File: config.mk
export PLATFORM = sky130hd
export DESIGN_NAME = cluster_aabb_classifier_core
export DESIGN_NICKNAME = d
export VERILOG_FILES = /design/src/cac_pkg.sv /design/src/cluster_aabb_classifier_core.sv /design/src/cac_front.sv /design/src/cac_queue.sv /design/src/cac_back.sv
export VERILOG_INCLUDE_DIRS = /design/src /design/src/src
export SDC_FILE = /design/constraint.sdc
export NUM_CORES = 2
export LEC_CHECK = 0
export BUFFER_PORTS_ARGS = -buffer_cell sky130_fd_sc_hd__buf_2
export CORE_MARGIN = 5
export CORE_UTILIZATION = 30
export CTS_CLUSTER_DIAMETER = 40
export DETAILED_ROUTE_END_ITERATION = 10
export PLACE_DENSITY_LB_ADDON = 0.15
export SKIP_LAST_GASP = 1
export SLEW_MARGIN = 20
export SYNTH_ARGS = -nofsm -noshare
export SYNTH_HDL_FRONTEND = slang
export SYNTH_SLANG_ARGS = --single-unit
File: constraint.sdc
create_clock -name clock -period 23 [get_ports clock]
set_input_delay 1.15 -clock clock [delete_from_list [all_inputs] [get_ports clock]]
set_output_delay 1.15 -clock clock [all_outputs]
set_load 0.02 [all_outputs]
File: src/cluster_aabb_classifier_core_assert.svh
// ----------------------------------------------------------------------------
// Assertion macros for the cluster bounding box classifier
// Shared concurrent assertion forms used by the core's submodules.
// ----------------------------------------------------------------------------
`ifndef CLUSTER_AABB_CLASSIFIER_CORE_ASSERT_SVH
`define CLUSTER_AABB_CLASSIFIER_CORE_ASSERT_SVH

// The consequent must hold in the same cycle as the antecedent.
`define CAC_ASSERT_NOW(lbl, clk, rst, ante, cons, msg) \
   lbl: assert property (@(posedge clk) disable iff (rst) (ante) |-> (cons)) \
      else $error(msg);

// The consequent must hold in the cycle after the antecedent.
`define CAC_ASSERT_NEXT(lbl, clk, rst, ante, cons, msg) \
   lbl: assert property (@(posedge clk) disable iff (rst) (ante) |=> (cons)) \
      else $error(msg);

`endif

File: src/cac_pkg.sv
// ----------------------------------------------------------------------------
// cac_pkg
// Types, sizes and register codes shared by the cluster classifier modules.
// ----------------------------------------------------------------------------
package cac_pkg;

   localparam int MAX_POINTS   = 4096;
   localparam int MAX_CLUSTERS = 1024;
   localparam int COORD_BITS   = 16;

   localparam int CNT_W   = $clog2(MAX_POINTS + 1);
   localparam int CIDX_W  = $clog2(MAX_CLUSTERS);
   localparam int SUM_W   = COORD_BITS + $clog2(MAX_POINTS);
   localparam int REM_W   = CNT_W + 1;
   localparam int STEP_W  = $clog2(SUM_W);
   localparam int QDEPTH  = 2;
   localparam int QPTR_W  = $clog2(QDEPTH);
   localparam int QCNT_W  = $clog2(QDEPTH + 1);
   localparam int CSR_IDX_W  = 3;
   localparam int CSR_DATA_W = 16;

   typedef logic signed [COORD_BITS-1:0] coord_type;
   typedef logic signed [SUM_W-1:0]      sum_type;

   localparam coord_type COORD_MAX = {1'b0, {(COORD_BITS-1){1'b1}}};
   localparam coord_type COORD_MIN = {1'b1, {(COORD_BITS-1){1'b0}}};

   typedef enum logic [CSR_IDX_W-1:0] {
      CSR_MIN_POINTS = 3'd0,
      CSR_SIZE_X_MIN = 3'd1,
      CSR_SIZE_X_MAX = 3'd2,
      CSR_SIZE_Y_MIN = 3'd3,
      CSR_SIZE_Y_MAX = 3'd4,
      CSR_SIZE_Z_MIN = 3'd5,
      CSR_SIZE_Z_MAX = 3'd6
   } csr_index_type;

   typedef struct packed {
      coord_type point_x;
      coord_type point_y;
      coord_type point_z;
      logic      point_valid;
      logic      cluster_last;
   } req_type;

   typedef struct packed {
      logic [CIDX_W-1:0] cluster_index;
      coord_type         box_min_x;
      coord_type         box_min_y;
      coord_type         box_min_z;
      coord_type         box_max_x;
      coord_type         box_max_y;
      coord_type         box_max_z;
      coord_type         center_x;
      coord_type         center_y;
      coord_type         center_z;
      logic [CNT_W-1:0]  point_count;
      logic              is_candidate;
   } rsp_type;

   typedef struct packed {
      logic [CNT_W-1:0]      min_points;
      logic [COORD_BITS-1:0] size_x_min;
      logic [COORD_BITS-1:0] size_x_max;
      logic [COORD_BITS-1:0] size_y_min;
      logic [COORD_BITS-1:0] size_y_max;
      logic [COORD_BITS-1:0] size_z_min;
      logic [COORD_BITS-1:0] size_z_max;
   } cfg_type;

   // One finished cluster handed from the accumulator to the divider.
   typedef struct packed {
      logic [CIDX_W-1:0]  cluster_index;
      coord_type [2:0]    lo;
      coord_type [2:0]    hi;
      sum_type [2:0]      sum;
      logic [CNT_W-1:0]   count;
   } job_type;

   // Queue status seen by the two sides.
   typedef struct packed {
      logic full;
      logic empty;
   } queue_stat_type;

endpackage

File: src/cluster_aabb_classifier_core.sv
// Cluster bounding box classifier. Points stream in on the req channel, one word
// per cycle with no stall while the job queue has room; each valid point is folded
// into per-cluster sums, box corners and a count, and the word with cluster_last
// closes the cluster. A non-empty cluster yields one rsp word with the box, the
// centroid truncated toward zero, the count and the candidate flag; an empty one
// yields nothing but still takes a cluster index. The centroid comes from a shared
// restoring divider that retires one quotient bit per cycle on all three axes.
// A two-entry queue lets the accumulator keep taking points while the divider
// works; req_stall rises only when that queue is full, so closing clusters faster
// than the back end finishes them will stall the input.
// The csr port is always ready; write the window registers only while idle.
// ----------------------------------------------------------------------------
// cluster_aabb_classifier_core
// Top level: configuration registers, accumulator, job queue and finisher.
// ----------------------------------------------------------------------------
module cluster_aabb_classifier_core (
   input  logic                            clock,
   input  logic                            reset,
   input  logic                            req_valid,
   output logic                            req_stall,
   input  cac_pkg::req_type                req_data,
   output logic                            rsp_valid,
   input  logic                            rsp_stall,
   output cac_pkg::rsp_type                rsp_data,
   input  logic                            csr_valid,
   output logic                            csr_ready,
   input  logic [cac_pkg::CSR_IDX_W-1:0]   csr_index,
   input  logic [cac_pkg::CSR_DATA_W-1:0]  csr_wdata
);
   import cac_pkg::*;

   cfg_type        cfg_ff;
   queue_stat_type q_stat;
   logic           push;
   logic           pop;
   job_type        push_job;
   job_type        pop_job;

   assign csr_ready = 1'b1;

   always_ff @(posedge clock) begin
      if (reset) begin
         cfg_ff.min_points <= CNT_W'(10);
         cfg_ff.size_x_min <= COORD_BITS'(300);
         cfg_ff.size_x_max <= COORD_BITS'(8000);
         cfg_ff.size_y_min <= COORD_BITS'(200);
         cfg_ff.size_y_max <= COORD_BITS'(4000);
         cfg_ff.size_z_min <= COORD_BITS'(100);
         cfg_ff.size_z_max <= COORD_BITS'(3000);
      end else if (csr_valid && csr_ready) begin
         // Indexes past the register list are dropped.
         unique case (csr_index)
            CSR_MIN_POINTS: cfg_ff.min_points <= csr_wdata[CNT_W-1:0];
            CSR_SIZE_X_MIN: cfg_ff.size_x_min <= csr_wdata[COORD_BITS-1:0];
            CSR_SIZE_X_MAX: cfg_ff.size_x_max <= csr_wdata[COORD_BITS-1:0];
            CSR_SIZE_Y_MIN: cfg_ff.size_y_min <= csr_wdata[COORD_BITS-1:0];
            CSR_SIZE_Y_MAX: cfg_ff.size_y_max <= csr_wdata[COORD_BITS-1:0];
            CSR_SIZE_Z_MIN: cfg_ff.size_z_min <= csr_wdata[COORD_BITS-1:0];
            CSR_SIZE_Z_MAX: cfg_ff.size_z_max <= csr_wdata[COORD_BITS-1:0];
            default: ;
         endcase
      end
   end

   cac_front u_front (
      .clock     (clock),
      .reset     (reset),
      .req_valid (req_valid),
      .req_stall (req_stall),
      .req_data  (req_data),
      .q_stat    (q_stat),
      .push      (push),
      .push_job  (push_job)
   );

   cac_queue u_queue (
      .clock    (clock),
      .reset    (reset),
      .push     (push),
      .push_job (push_job),
      .pop      (pop),
      .pop_job  (pop_job),
      .q_stat   (q_stat)
   );

   cac_back u_back (
      .clock     (clock),
      .reset     (reset),
      .cfg       (cfg_ff),
      .q_stat    (q_stat),
      .pop_job   (pop_job),
      .pop       (pop),
      .rsp_valid (rsp_valid),
      .rsp_stall (rsp_stall),
      .rsp_data  (rsp_data)
   );

endmodule

File: src/cac_front.sv
// ----------------------------------------------------------------------------
// cac_front
// Point accumulator: folds valid points into sums, box corners and a count,
// and hands each non-empty cluster to the queue at its last point.
// ----------------------------------------------------------------------------
`include "cluster_aabb_classifier_core_assert.svh"

module cac_front (
   input  logic                    clock,
   input  logic                    reset,
   input  logic                    req_valid,
   output logic                    req_stall,
   input  cac_pkg::req_type        req_data,
   input  cac_pkg::queue_stat_type q_stat,
   output logic                    push,
   output cac_pkg::job_type        push_job
);
   import cac_pkg::*;

   logic [CIDX_W-1:0] cidx_ff;
   logic [CNT_W-1:0]  cnt_ff;
   sum_type           sum_ff [3];
   coord_type         lo_ff  [3];
   coord_type         hi_ff  [3];

   logic [CNT_W-1:0]  cnt_in;
   sum_type           sum_in [3];
   coord_type         lo_in  [3];
   coord_type         hi_in  [3];
   coord_type         pt     [3];
   logic              take;
   logic              use_pt;

   assign pt[0] = req_data.point_x;
   assign pt[1] = req_data.point_y;
   assign pt[2] = req_data.point_z;

   // A full queue holds off every word, which keeps the rule simple.
   assign req_stall = q_stat.full;
   assign take      = req_valid && !req_stall;
   assign use_pt    = req_data.point_valid && (cnt_ff < CNT_W'(MAX_POINTS));

   always_comb begin
      for (int a = 0; a < 3; a++) begin
         sum_in[a] = use_pt ? sum_ff[a] + SUM_W'(pt[a]) : sum_ff[a];
         lo_in[a]  = (use_pt && (pt[a] < lo_ff[a])) ? pt[a] : lo_ff[a];
         hi_in[a]  = (use_pt && (pt[a] > hi_ff[a])) ? pt[a] : hi_ff[a];
      end
      cnt_in = cnt_ff + CNT_W'(use_pt);
   end

   assign push = take && req_data.cluster_last && (cnt_in != '0);

   always_comb begin
      push_job.cluster_index = cidx_ff;
      push_job.count         = cnt_in;
      for (int a = 0; a < 3; a++) begin
         push_job.lo[a]  = lo_in[a];
         push_job.hi[a]  = hi_in[a];
         push_job.sum[a] = sum_in[a];
      end
   end

   always_ff @(posedge clock) begin
      if (reset) begin
         cidx_ff <= '0;
         cnt_ff  <= '0;
         for (int a = 0; a < 3; a++) begin
            sum_ff[a] <= '0;
            lo_ff[a]  <= COORD_MAX;
            hi_ff[a]  <= COORD_MIN;
         end
      end else if (take) begin
         if (req_data.cluster_last) begin
            cidx_ff <= (cidx_ff == CIDX_W'(MAX_CLUSTERS - 1)) ? '0 : cidx_ff + 1'b1;
            cnt_ff  <= '0;
            for (int a = 0; a < 3; a++) begin
               sum_ff[a] <= '0;
               lo_ff[a]  <= COORD_MAX;
               hi_ff[a]  <= COORD_MIN;
            end
         end else begin
            cnt_ff <= cnt_in;
            for (int a = 0; a < 3; a++) begin
               sum_ff[a] <= sum_in[a];
               lo_ff[a]  <= lo_in[a];
               hi_ff[a]  <= hi_in[a];
            end
         end
      end
   end

   `CAC_ASSERT_NEXT(a_front_clear, clock, reset, take && req_data.cluster_last, cnt_ff == '0, "accumulator not cleared after last word")

endmodule

File: src/cac_queue.sv
// ----------------------------------------------------------------------------
// cac_queue
// Short job queue between the accumulator and the divider.
// ----------------------------------------------------------------------------
`include "cluster_aabb_classifier_core_assert.svh"

module cac_queue (
   input  logic                    clock,
   input  logic                    reset,
   input  logic                    push,
   input  cac_pkg::job_type        push_job,
   input  logic                    pop,
   output cac_pkg::job_type        pop_job,
   output cac_pkg::queue_stat_type q_stat
);
   import cac_pkg::*;

   job_type           mem_ff [QDEPTH];
   logic [QPTR_W-1:0] wr_ptr_ff;
   logic [QPTR_W-1:0] rd_ptr_ff;
   logic [QCNT_W-1:0] count_ff;

   assign q_stat.full  = (count_ff == QCNT_W'(QDEPTH));
   assign q_stat.empty = (count_ff == '0);
   assign pop_job      = mem_ff[rd_ptr_ff];

   always_ff @(posedge clock) begin
      if (push) begin
         mem_ff[wr_ptr_ff] <= push_job;
      end
   end

   always_ff @(posedge clock) begin
      if (reset) begin
         wr_ptr_ff <= '0;
         rd_ptr_ff <= '0;
         count_ff  <= '0;
      end else begin
         if (push) begin
            wr_ptr_ff <= (wr_ptr_ff == QPTR_W'(QDEPTH - 1)) ? '0 : wr_ptr_ff + 1'b1;
         end
         if (pop) begin
            rd_ptr_ff <= (rd_ptr_ff == QPTR_W'(QDEPTH - 1)) ? '0 : rd_ptr_ff + 1'b1;
         end
         unique case ({push, pop})
            2'b10:   count_ff <= count_ff + 1'b1;
            2'b01:   count_ff <= count_ff - 1'b1;
            default: count_ff <= count_ff;
         endcase
      end
   end

   `CAC_ASSERT_NOW(a_queue_overflow, clock, reset, push && q_stat.full, pop, "job pushed into a full queue")
   `CAC_ASSERT_NOW(a_queue_underflow, clock, reset, pop, !q_stat.empty, "job popped from an empty queue")

endmodule

File: src/cac_back.sv
// ----------------------------------------------------------------------------
// cac_back
// Cluster finisher: divides the three sums by the count one quotient bit a
// cycle, classifies the box and holds the result word for the consumer.
// ----------------------------------------------------------------------------
`include "cluster_aabb_classifier_core_assert.svh"

module cac_back (
   input  logic                    clock,
   input  logic                    reset,
   input  cac_pkg::cfg_type        cfg,
   input  cac_pkg::queue_stat_type q_stat,
   input  cac_pkg::job_type        pop_job,
   output logic                    pop,
   output logic                    rsp_valid,
   input  logic                    rsp_stall,
   output cac_pkg::rsp_type        rsp_data
);
   import cac_pkg::*;

   typedef enum logic [1:0] {
      S_IDLE,
      S_DIV,
      S_DONE
   } state_type;

   state_type         state_ff;
   logic [STEP_W-1:0] step_ff;
   job_type           job_ff;
   logic [SUM_W-1:0]  quo_ff [3];
   logic [REM_W-1:0]  rem_ff [3];
   logic              neg_ff [3];
   logic              out_valid_ff;
   rsp_type           out_ff;

   logic [SUM_W-1:0]  mag    [3];
   logic [REM_W-1:0]  trial  [3];
   logic              fits   [3];
   coord_type         center [3];
   logic [COORD_BITS:0] ext  [3];
   logic [COORD_BITS-1:0] wmin [3];
   logic [COORD_BITS-1:0] wmax [3];
   logic              cand;
   logic              out_free;
   logic              load_out;
   rsp_type           out_in;

   assign pop      = (state_ff == S_IDLE) && !q_stat.empty;
   assign out_free = !out_valid_ff || !rsp_stall;
   assign load_out = (state_ff == S_DONE) && out_free;

   assign wmin[0] = cfg.size_x_min;
   assign wmax[0] = cfg.size_x_max;
   assign wmin[1] = cfg.size_y_min;
   assign wmax[1] = cfg.size_y_max;
   assign wmin[2] = cfg.size_z_min;
   assign wmax[2] = cfg.size_z_max;

   always_comb begin
      cand = (job_ff.count >= cfg.min_points);
      for (int a = 0; a < 3; a++) begin
         mag[a] = pop_job.sum[a][SUM_W-1] ? (~pop_job.sum[a] + 1'b1) : pop_job.sum[a];
         // Restoring division: bring down the next dividend bit and try a subtract.
         trial[a] = {rem_ff[a][REM_W-2:0], quo_ff[a][SUM_W-1]};
         fits[a]  = (trial[a] >= REM_W'(job_ff.count));
         center[a] = neg_ff[a] ? -coord_type'(quo_ff[a][COORD_BITS-1:0])
                               : coord_type'(quo_ff[a][COORD_BITS-1:0]);
         // The box is never empty here, so the extent is not negative.
         ext[a] = {job_ff.hi[a][COORD_BITS-1], job_ff.hi[a]}
                - {job_ff.lo[a][COORD_BITS-1], job_ff.lo[a]};
         cand = cand && (ext[a] >= {1'b0, wmin[a]}) && (ext[a] <= {1'b0, wmax[a]});
      end
   end

   always_comb begin
      out_in.cluster_index = job_ff.cluster_index;
      out_in.box_min_x     = job_ff.lo[0];
      out_in.box_min_y     = job_ff.lo[1];
      out_in.box_min_z     = job_ff.lo[2];
      out_in.box_max_x     = job_ff.hi[0];
      out_in.box_max_y     = job_ff.hi[1];
      out_in.box_max_z     = job_ff.hi[2];
      out_in.center_x      = center[0];
      out_in.center_y      = center[1];
      out_in.center_z      = center[2];
      out_in.point_count   = job_ff.count;
      out_in.is_candidate  = cand;
   end

   always_ff @(posedge clock) begin
      if (reset) begin
         state_ff     <= S_IDLE;
         step_ff      <= '0;
         out_valid_ff <= 1'b0;
      end else begin
         // A new word may replace the held one in the cycle it is taken.
         if (load_out) begin
            out_valid_ff <= 1'b1;
         end else if (!rsp_stall) begin
            out_valid_ff <= 1'b0;
         end
         unique case (state_ff)
            S_IDLE: begin
               if (pop) begin
                  job_ff  <= pop_job;
                  step_ff <= STEP_W'(SUM_W - 1);
                  for (int a = 0; a < 3; a++) begin
                     quo_ff[a] <= mag[a];
                     rem_ff[a] <= '0;
                     neg_ff[a] <= pop_job.sum[a][SUM_W-1];
                  end
                  state_ff <= S_DIV;
               end
            end
            S_DIV: begin
               for (int a = 0; a < 3; a++) begin
                  rem_ff[a] <= fits[a] ? trial[a] - REM_W'(job_ff.count) : trial[a];
                  quo_ff[a] <= {quo_ff[a][SUM_W-2:0], fits[a]};
               end
               if (step_ff == '0) begin
                  state_ff <= S_DONE;
               end else begin
                  step_ff <= step_ff - 1'b1;
               end
            end
            S_DONE: begin
               if (load_out) begin
                  out_ff   <= out_in;
                  state_ff <= S_IDLE;
               end
            end
            default: state_ff <= S_IDLE;
         endcase
      end
   end

   assign rsp_valid = out_valid_ff;
   assign rsp_data  = out_ff;

   `CAC_ASSERT_NOW(a_back_nonempty, clock, reset, state_ff == S_DIV, job_ff.count != '0, "empty cluster reached the divider")
   `CAC_ASSERT_NEXT(a_back_start, clock, reset, pop, state_ff == S_DIV && step_ff == STEP_W'(SUM_W - 1), "division did not start after pop")

endmodule

# Yosys cells after proc, flatten, opt, wreduce, memory -nomap -nowiden
# Memory sizes are Yosys's and may differ from the RTL's. A register that Yosys moved wholly into a read port is not among the register bits.
# Cells that the tools add are included.
classes:
  muxes: 77
  magnitude_cmp: 17
  add_sub_neg: 22
  eq_ne: 17
  reduce_logical: 42
  bitwise_logic: 28
ops:
  columns: ["operator", "count"]
  rows:
  - ["two-way mux 28 bit", 15]
  - ["two-way mux 16 bit", 21]
  - ["adder 28 x 1 -> 28 bit (second input constant)", 3]
  - ["adder 28 x 16 -> 28 bit", 3]
  - ["two-way mux 14 bit", 6]
  - ["NOT 28 bit", 3]
  - ["greater-or-equal comparator 17 x 16 -> 1 bit", 3]
  - ["less-or-equal comparator 17 x 16 -> 1 bit", 3]
  - ["subtractor 16 x 16 -> 17 bit", 3]
  - ["greater-than comparator 16 bit", 3]
  - ["less-than comparator 16 bit", 3]
  - ["negation 16 bit", 3]
  - ["greater-or-equal comparator 14 x 13 -> 1 bit", 3]
  - ["subtractor 14 x 13 -> 14 bit", 3]
  - ["two-way mux 1 bit", 25]
  - ["OR 1 bit", 24]
  - ["logical AND 1 bit", 18]
  - ["AND reduction 2 bit", 8]
  - ["adder 13 x 1 -> 13 bit", 1]
  - ["greater-or-equal comparator 13 bit", 1]
  - ["less-than comparator 13 bit (second input constant)", 1]
  - ["two-way mux 13 bit", 1]
  - ["nonzero test 13 bit", 1]
  - ["AND reduction 3 bit", 4]
  - ["26 further kinds", 44]
totals:
  out_inout_bits: 171
  reg_bits: 431
  memories: 7
  input_bits: 74
  wordCells: 245
  mem_bits_rw: 715
mem_list:
  columns: ["name", "words", "width", "rd", "rd_clocked_by_memory_dff", "write_ports", "line", "source"]
  rows:
  - ["u_queue.mem_ff", 2, 203, 1, 1, 1, "cac_queue.sv:18", "job_type mem_ff [QDEPTH];"]
  - ["u_back.quo_ff", 3, 28, 3, 0, 3, "cac_back.sv:30", "logic [SUM_W-1:0] quo_ff [3];"]
  - ["u_front.sum_ff", 3, 28, 3, 0, 3, "cac_front.sv:22", "sum_type sum_ff [3];"]
  - ["u_front.hi_ff", 3, 16, 3, 0, 3, "cac_front.sv:24", "coord_type hi_ff [3];"]
  - ["u_front.lo_ff", 3, 16, 3, 0, 3, "cac_front.sv:23", "coord_type lo_ff [3];"]
  - ["u_back.rem_ff", 3, 14, 3, 0, 3, "cac_back.sv:31", "logic [REM_W-1:0] rem_ff [3];"]
  - ["1 more memories", null, null, null, null, null, null, null]

# Depth between registers and ports, before layout
depth:
  ltp_word: 8
  depth_mapped: 24
  mapped_depth_nobuf: 24

# Modules after synthesis
# Synthesis repeated with hierarchy kept, for this count alone.
hier_totals:
  hier_cells: 4999
  area_unflattened_um2: 60520.5
modules_own_cells:
  columns: ["mod", "instances", "seq_area_each_um2", "cells_each", "area_per_inst_um2"]
  rows:
  - ["cac_back", 1, 12562.0, 2007, 23208.5]
  - ["cac_front", 1, 5865.6, 1940, 17456.7]
  - ["cac_queue", 1, 12291.8, 654, 15554.9]
  - ["cluster_aabb_classifier_core", 1, 2182.1, 398, 4300.4]

# Worst setup path after synthesis
# OpenSTA, ideal clock, no wires.
synth_path:
  kind: "in2reg"
  startpoint: "in reset"
  endpoint: "reg u_back.out_ff (netlist bit u_back.rsp_data[0]), enable pin"
  cell_stages: 3
  arrival_time_ps: 13677
  setup_ps: 935
  required_ps: 22065
  path_buffers: 2
  slack_ps: 8388
  cell_sequence: "clkbuf_1 clkbuf_1 nor3b_1"
synth_via:
  elab_chain_cells: 2
synth_lines:
  columns: ["element", "line", "source"]
  rows:
  - ["from (decl)", "cluster_aabb_classifier_core.sv:18", "input logic reset,"]
  - ["NOT 1 bit (no source line)", null, null]
  - ["AND reduction 3 bit (no source line)", null, null]
  - ["to (signal assigned)", "cac_back.sv:128", "out_ff <= out_in;"]
  - ["to (decl)", "cac_back.sv:34", "rsp_type out_ff;"]
# No other way between the ends.
# A chain may end at the register's enable or synchronous reset.

==> results.json <==
{
  "cp-startpoint": "req_data[1]",
  "critical_path_arrival_ps": 7390,
  "synth-edff-count": 999,
  "dpl.cell_count": 7560,
  "dp_hpwl_um": 112300,
  "die_y_um": 448.9,
  "cts_buffer_depth": 3,
  "skew_ps": 57.32,
  "final_layout_size_suffix_gt1_share_pct": 15.74,
  "setup_violations": 0,
  "drt-pass1-iter-count": 5,
  "min_period_ps": 6933,
  "layout_commonest_cell": "edfxtp_1",
  "leakage_nw": 26.47,
  "area_delta_synth_final_pct": 20.39,
  "grt_pass1_wl_um": 239200,
  "synthArstFlopShare_pct": 0,
  "cts_resized": 0,
  "path_max_fanout": 64,
  "critical_path.slowest_cell": "buf_4",
  "pre_cts_ws_ps": 15000,
  "relSlewSlack_pct": 23.02,
  "wl_um": 159800,
  "core-area_um2": 192000,
  "route.met3.wl_um": 6288,
  "cp.required_ps": 23450,
  "drt_iter0_drc": 1876,
  "timing.setup.tns_ps": 0,
  "htreeDepth": 4,
  "cts_setup_buffers": 0,
  "dieWidth_um": 448.9,
  "postRouteAntennaNets": 0,
  "max_stage_delay_ps": 910,
  "cp_common_cell": "buf_4",
  "fin_crit_sh_pct": 30.14,
  "top_layer": "met4",
  "dr_total_vias": 37787,
  "cts-hold-fix-buffers": 0,
  "hold_slack_ps": 413.4,
  "start_kind": "primary input",
  "n_fill_cell": 18848,
  "route.met2.wl_um": 79170,
  "grt_pass1_vias": 38244,
  "worst_slack_ps": 16070,
  "yosys_warnings": 0,
  "fin_area_um2": 69570,
  "regArea_um2": 32910,
  "instances_no_fill": 7967,
  "multiInputGateArea_um2": 23150,
  "grt_max_degree": 134,
  "hold_violations": 0,
  "root_buffer": "clkbuf_16",
  "route.detailed.drc": 0,
  "report.final.slew_viol_count": 0,
  "vias_per_cell": 4.743,
  "hold_class": "register to register",
  "die_area_um2": 201500,
  "cts.clk_slew.worst_paths_ps": 50,
  "gp_congestion": 0.8006,
  "grtUsageTotal_pct": 15.50,
  "clock_sinks": 1144,
  "path_class": "primary input to register",
  "row_count": 161,
  "fmax_ghz": 0.1442,
  "layout_common_cells": "edfxtp_1 (999), nand2_1 (546), ha_1 (382)",
  "yosysSeqAreaShare_pct": 56.94,
  "drt-met1-wl_um": 69140,
  "endpoint_kind": "register",
  "ir_worst_vdd_mv": 0.08134,
  "ys.flop_type": "edfxtp_1",
  "min-delay-start": "u_back.job_ff[198]",
  "netlist_instances": 4903,
  "path_buf_inv": 6,
  "synthesis.area_um2": 57780,
  "initial_core_util_pct": 30.10,
  "ys_types": 88,
  "wl_per_cell_um": 20.05,
  "syn_avg_cell_area_um2": 11.79,
  "fin_nets": 5711,
  "overflow": 0,
  "syn-num-nets": 5368,
  "insertion_delay_ps": 850,
  "io_buffers": 243,
  "ys_ff_latch": 1144,
  "cts_tree": "yes",
  "cts_buffers": 210,
  "crit_family": "buffers and inverters",
  "status": "complete, no violations",
  "r2r-start": "u_front.cnt_ff[12]",
  "drv_cap": 0,
  "crit_chain": "buf_2 > nand2b_4 > inv_2 > ha_1 > ha_1 > and3_1 > and3_1 > nand3_1 > xnor2_1 > o41ai_2 > nor2_4 > buf_4 > buf_4 > buf_4 > buf_4",
  "ios": 245,
  "placed_area_um2": 61990,
  "rsz0062_at_grt": "no",
  "antenna_found_initial": 30,
  "worst_slew_pin_slew_ps": 1155,
  "power_density_nw_per_um2": 119.8
}
[final timing paths]
kind / cells after the start / slack [ps] / end
worst max register to register: 14 / 16250 / u_queue.mem_ff[0][110]
worst min register to register: 0 / 410 / u_back.rsp_data[163]
worst max-delay path: 15 / 16070 / u_queue.mem_ff[0][110]
worst min-delay path: 0 / 410 / u_back.rsp_data[163]
[synth_stat cells (99+ instances only)]
master / instances / area share (%)
inv_1: 331 / 2.2
a21oi_1: 295 / 2.6
ha_1: 382 / 8.3
nor2_1: 231 / 1.5
and2_1: 110 / 1.2
o21ai_0: 250 / 2.2
edfxtp_1: 999 / 52
a21o_1: 99 / 1.3
mux2_2: 174 / 3.4
dfxtp_1: 145 / 5.0
nand2_1: 546 / 3.5
xor2_1: 117 / 1.8
mux2i_1: 104 / 1.8
clkbuf_1: 111 / 0.72
nand2b_1: 116 / 1.3
xnor2_1: 158 / 2.4
[report_power, final]
part           internal [mW]  leakage (nW)  switching, mW
clock                   2.07          3.59           1.16
combinational          0.872          12.5           1.35
sequential              2.69          10.4          0.189
[registers in the layout, summed over array words and instances (netlist names), named ones only]
| signal | cells |
|---|---|
| cfg_ff | 109 |
| u_back.job_ff | 119 |
| u_back.neg_ff | 3 |
| u_back.quo_ff | 84 |
| u_back.rem_ff | 39 |
| u_back.rsp_data | 168 |
| u_back.rsp_valid | 1 |
| u_back.state_ff | 2 |
| u_back.step_ff | 5 |
| u_front.cidx_ff | 10 |
| u_front.cnt_ff | 13 |
| u_front.hi_ff | 48 |
| u_front.lo_ff | 48 |
| u_front.sum_ff | 84 |
| u_queue.count_ff | 2 |
| u_queue.mem_ff | 406 |
| u_queue.rd_ptr_ff | 1 |
| u_queue.wr_ptr_ff | 1 |
[stage by stage]
stage / total power, mW / util (%)
after global routing: 8.819 / 36.23
final: 8.333 / 36.24
after detailed placement: 5.170 / 32.29
after CTS: 8.468 / 36.22
after floorplan: 4.519 / -
after global placement: 5.157 / 32.29
[cell families (layout without fill, tap and decap cells)]
logic type                 after synthesis  count (layout)  synth area share (%)
adders and majority gates              391             391                 8.583
and+or+nand+nor                       1337            1337                 11.04
buffers and inverters                  485            1013                 3.235
DFF                                   1144            1144                 56.94
AOI/OAI and AO/OA                      964             964                 10.29
xor gates and xnor gates               275             275                 4.168
other                                    1              11              0.006490
muxes                                  306             306                 5.738
[layer usage]
| layer | global-route usage [%] | vias to the layer above |
|---|---|---|
| li1 | - | 18528 |
| met1 | 19.07 | 18270 |
| met2 | 27.34 | 701 |
| met3 | 2.797 | 288 |
| met4 | 5.298 | 0 |
| met5 | 0 | - |
[cell type report]
class                      count  area share (%)
clock buffer                 244           7.853
sequential                  1144           47.30
clock inverter               153           2.982
tap                         2526           4.543
antenna                       10         0.03597
timing repair buffer         284           2.212
inverter                     332           1.802
multi-input combinational   3274           33.27
(Power assumes the default switching activity.)
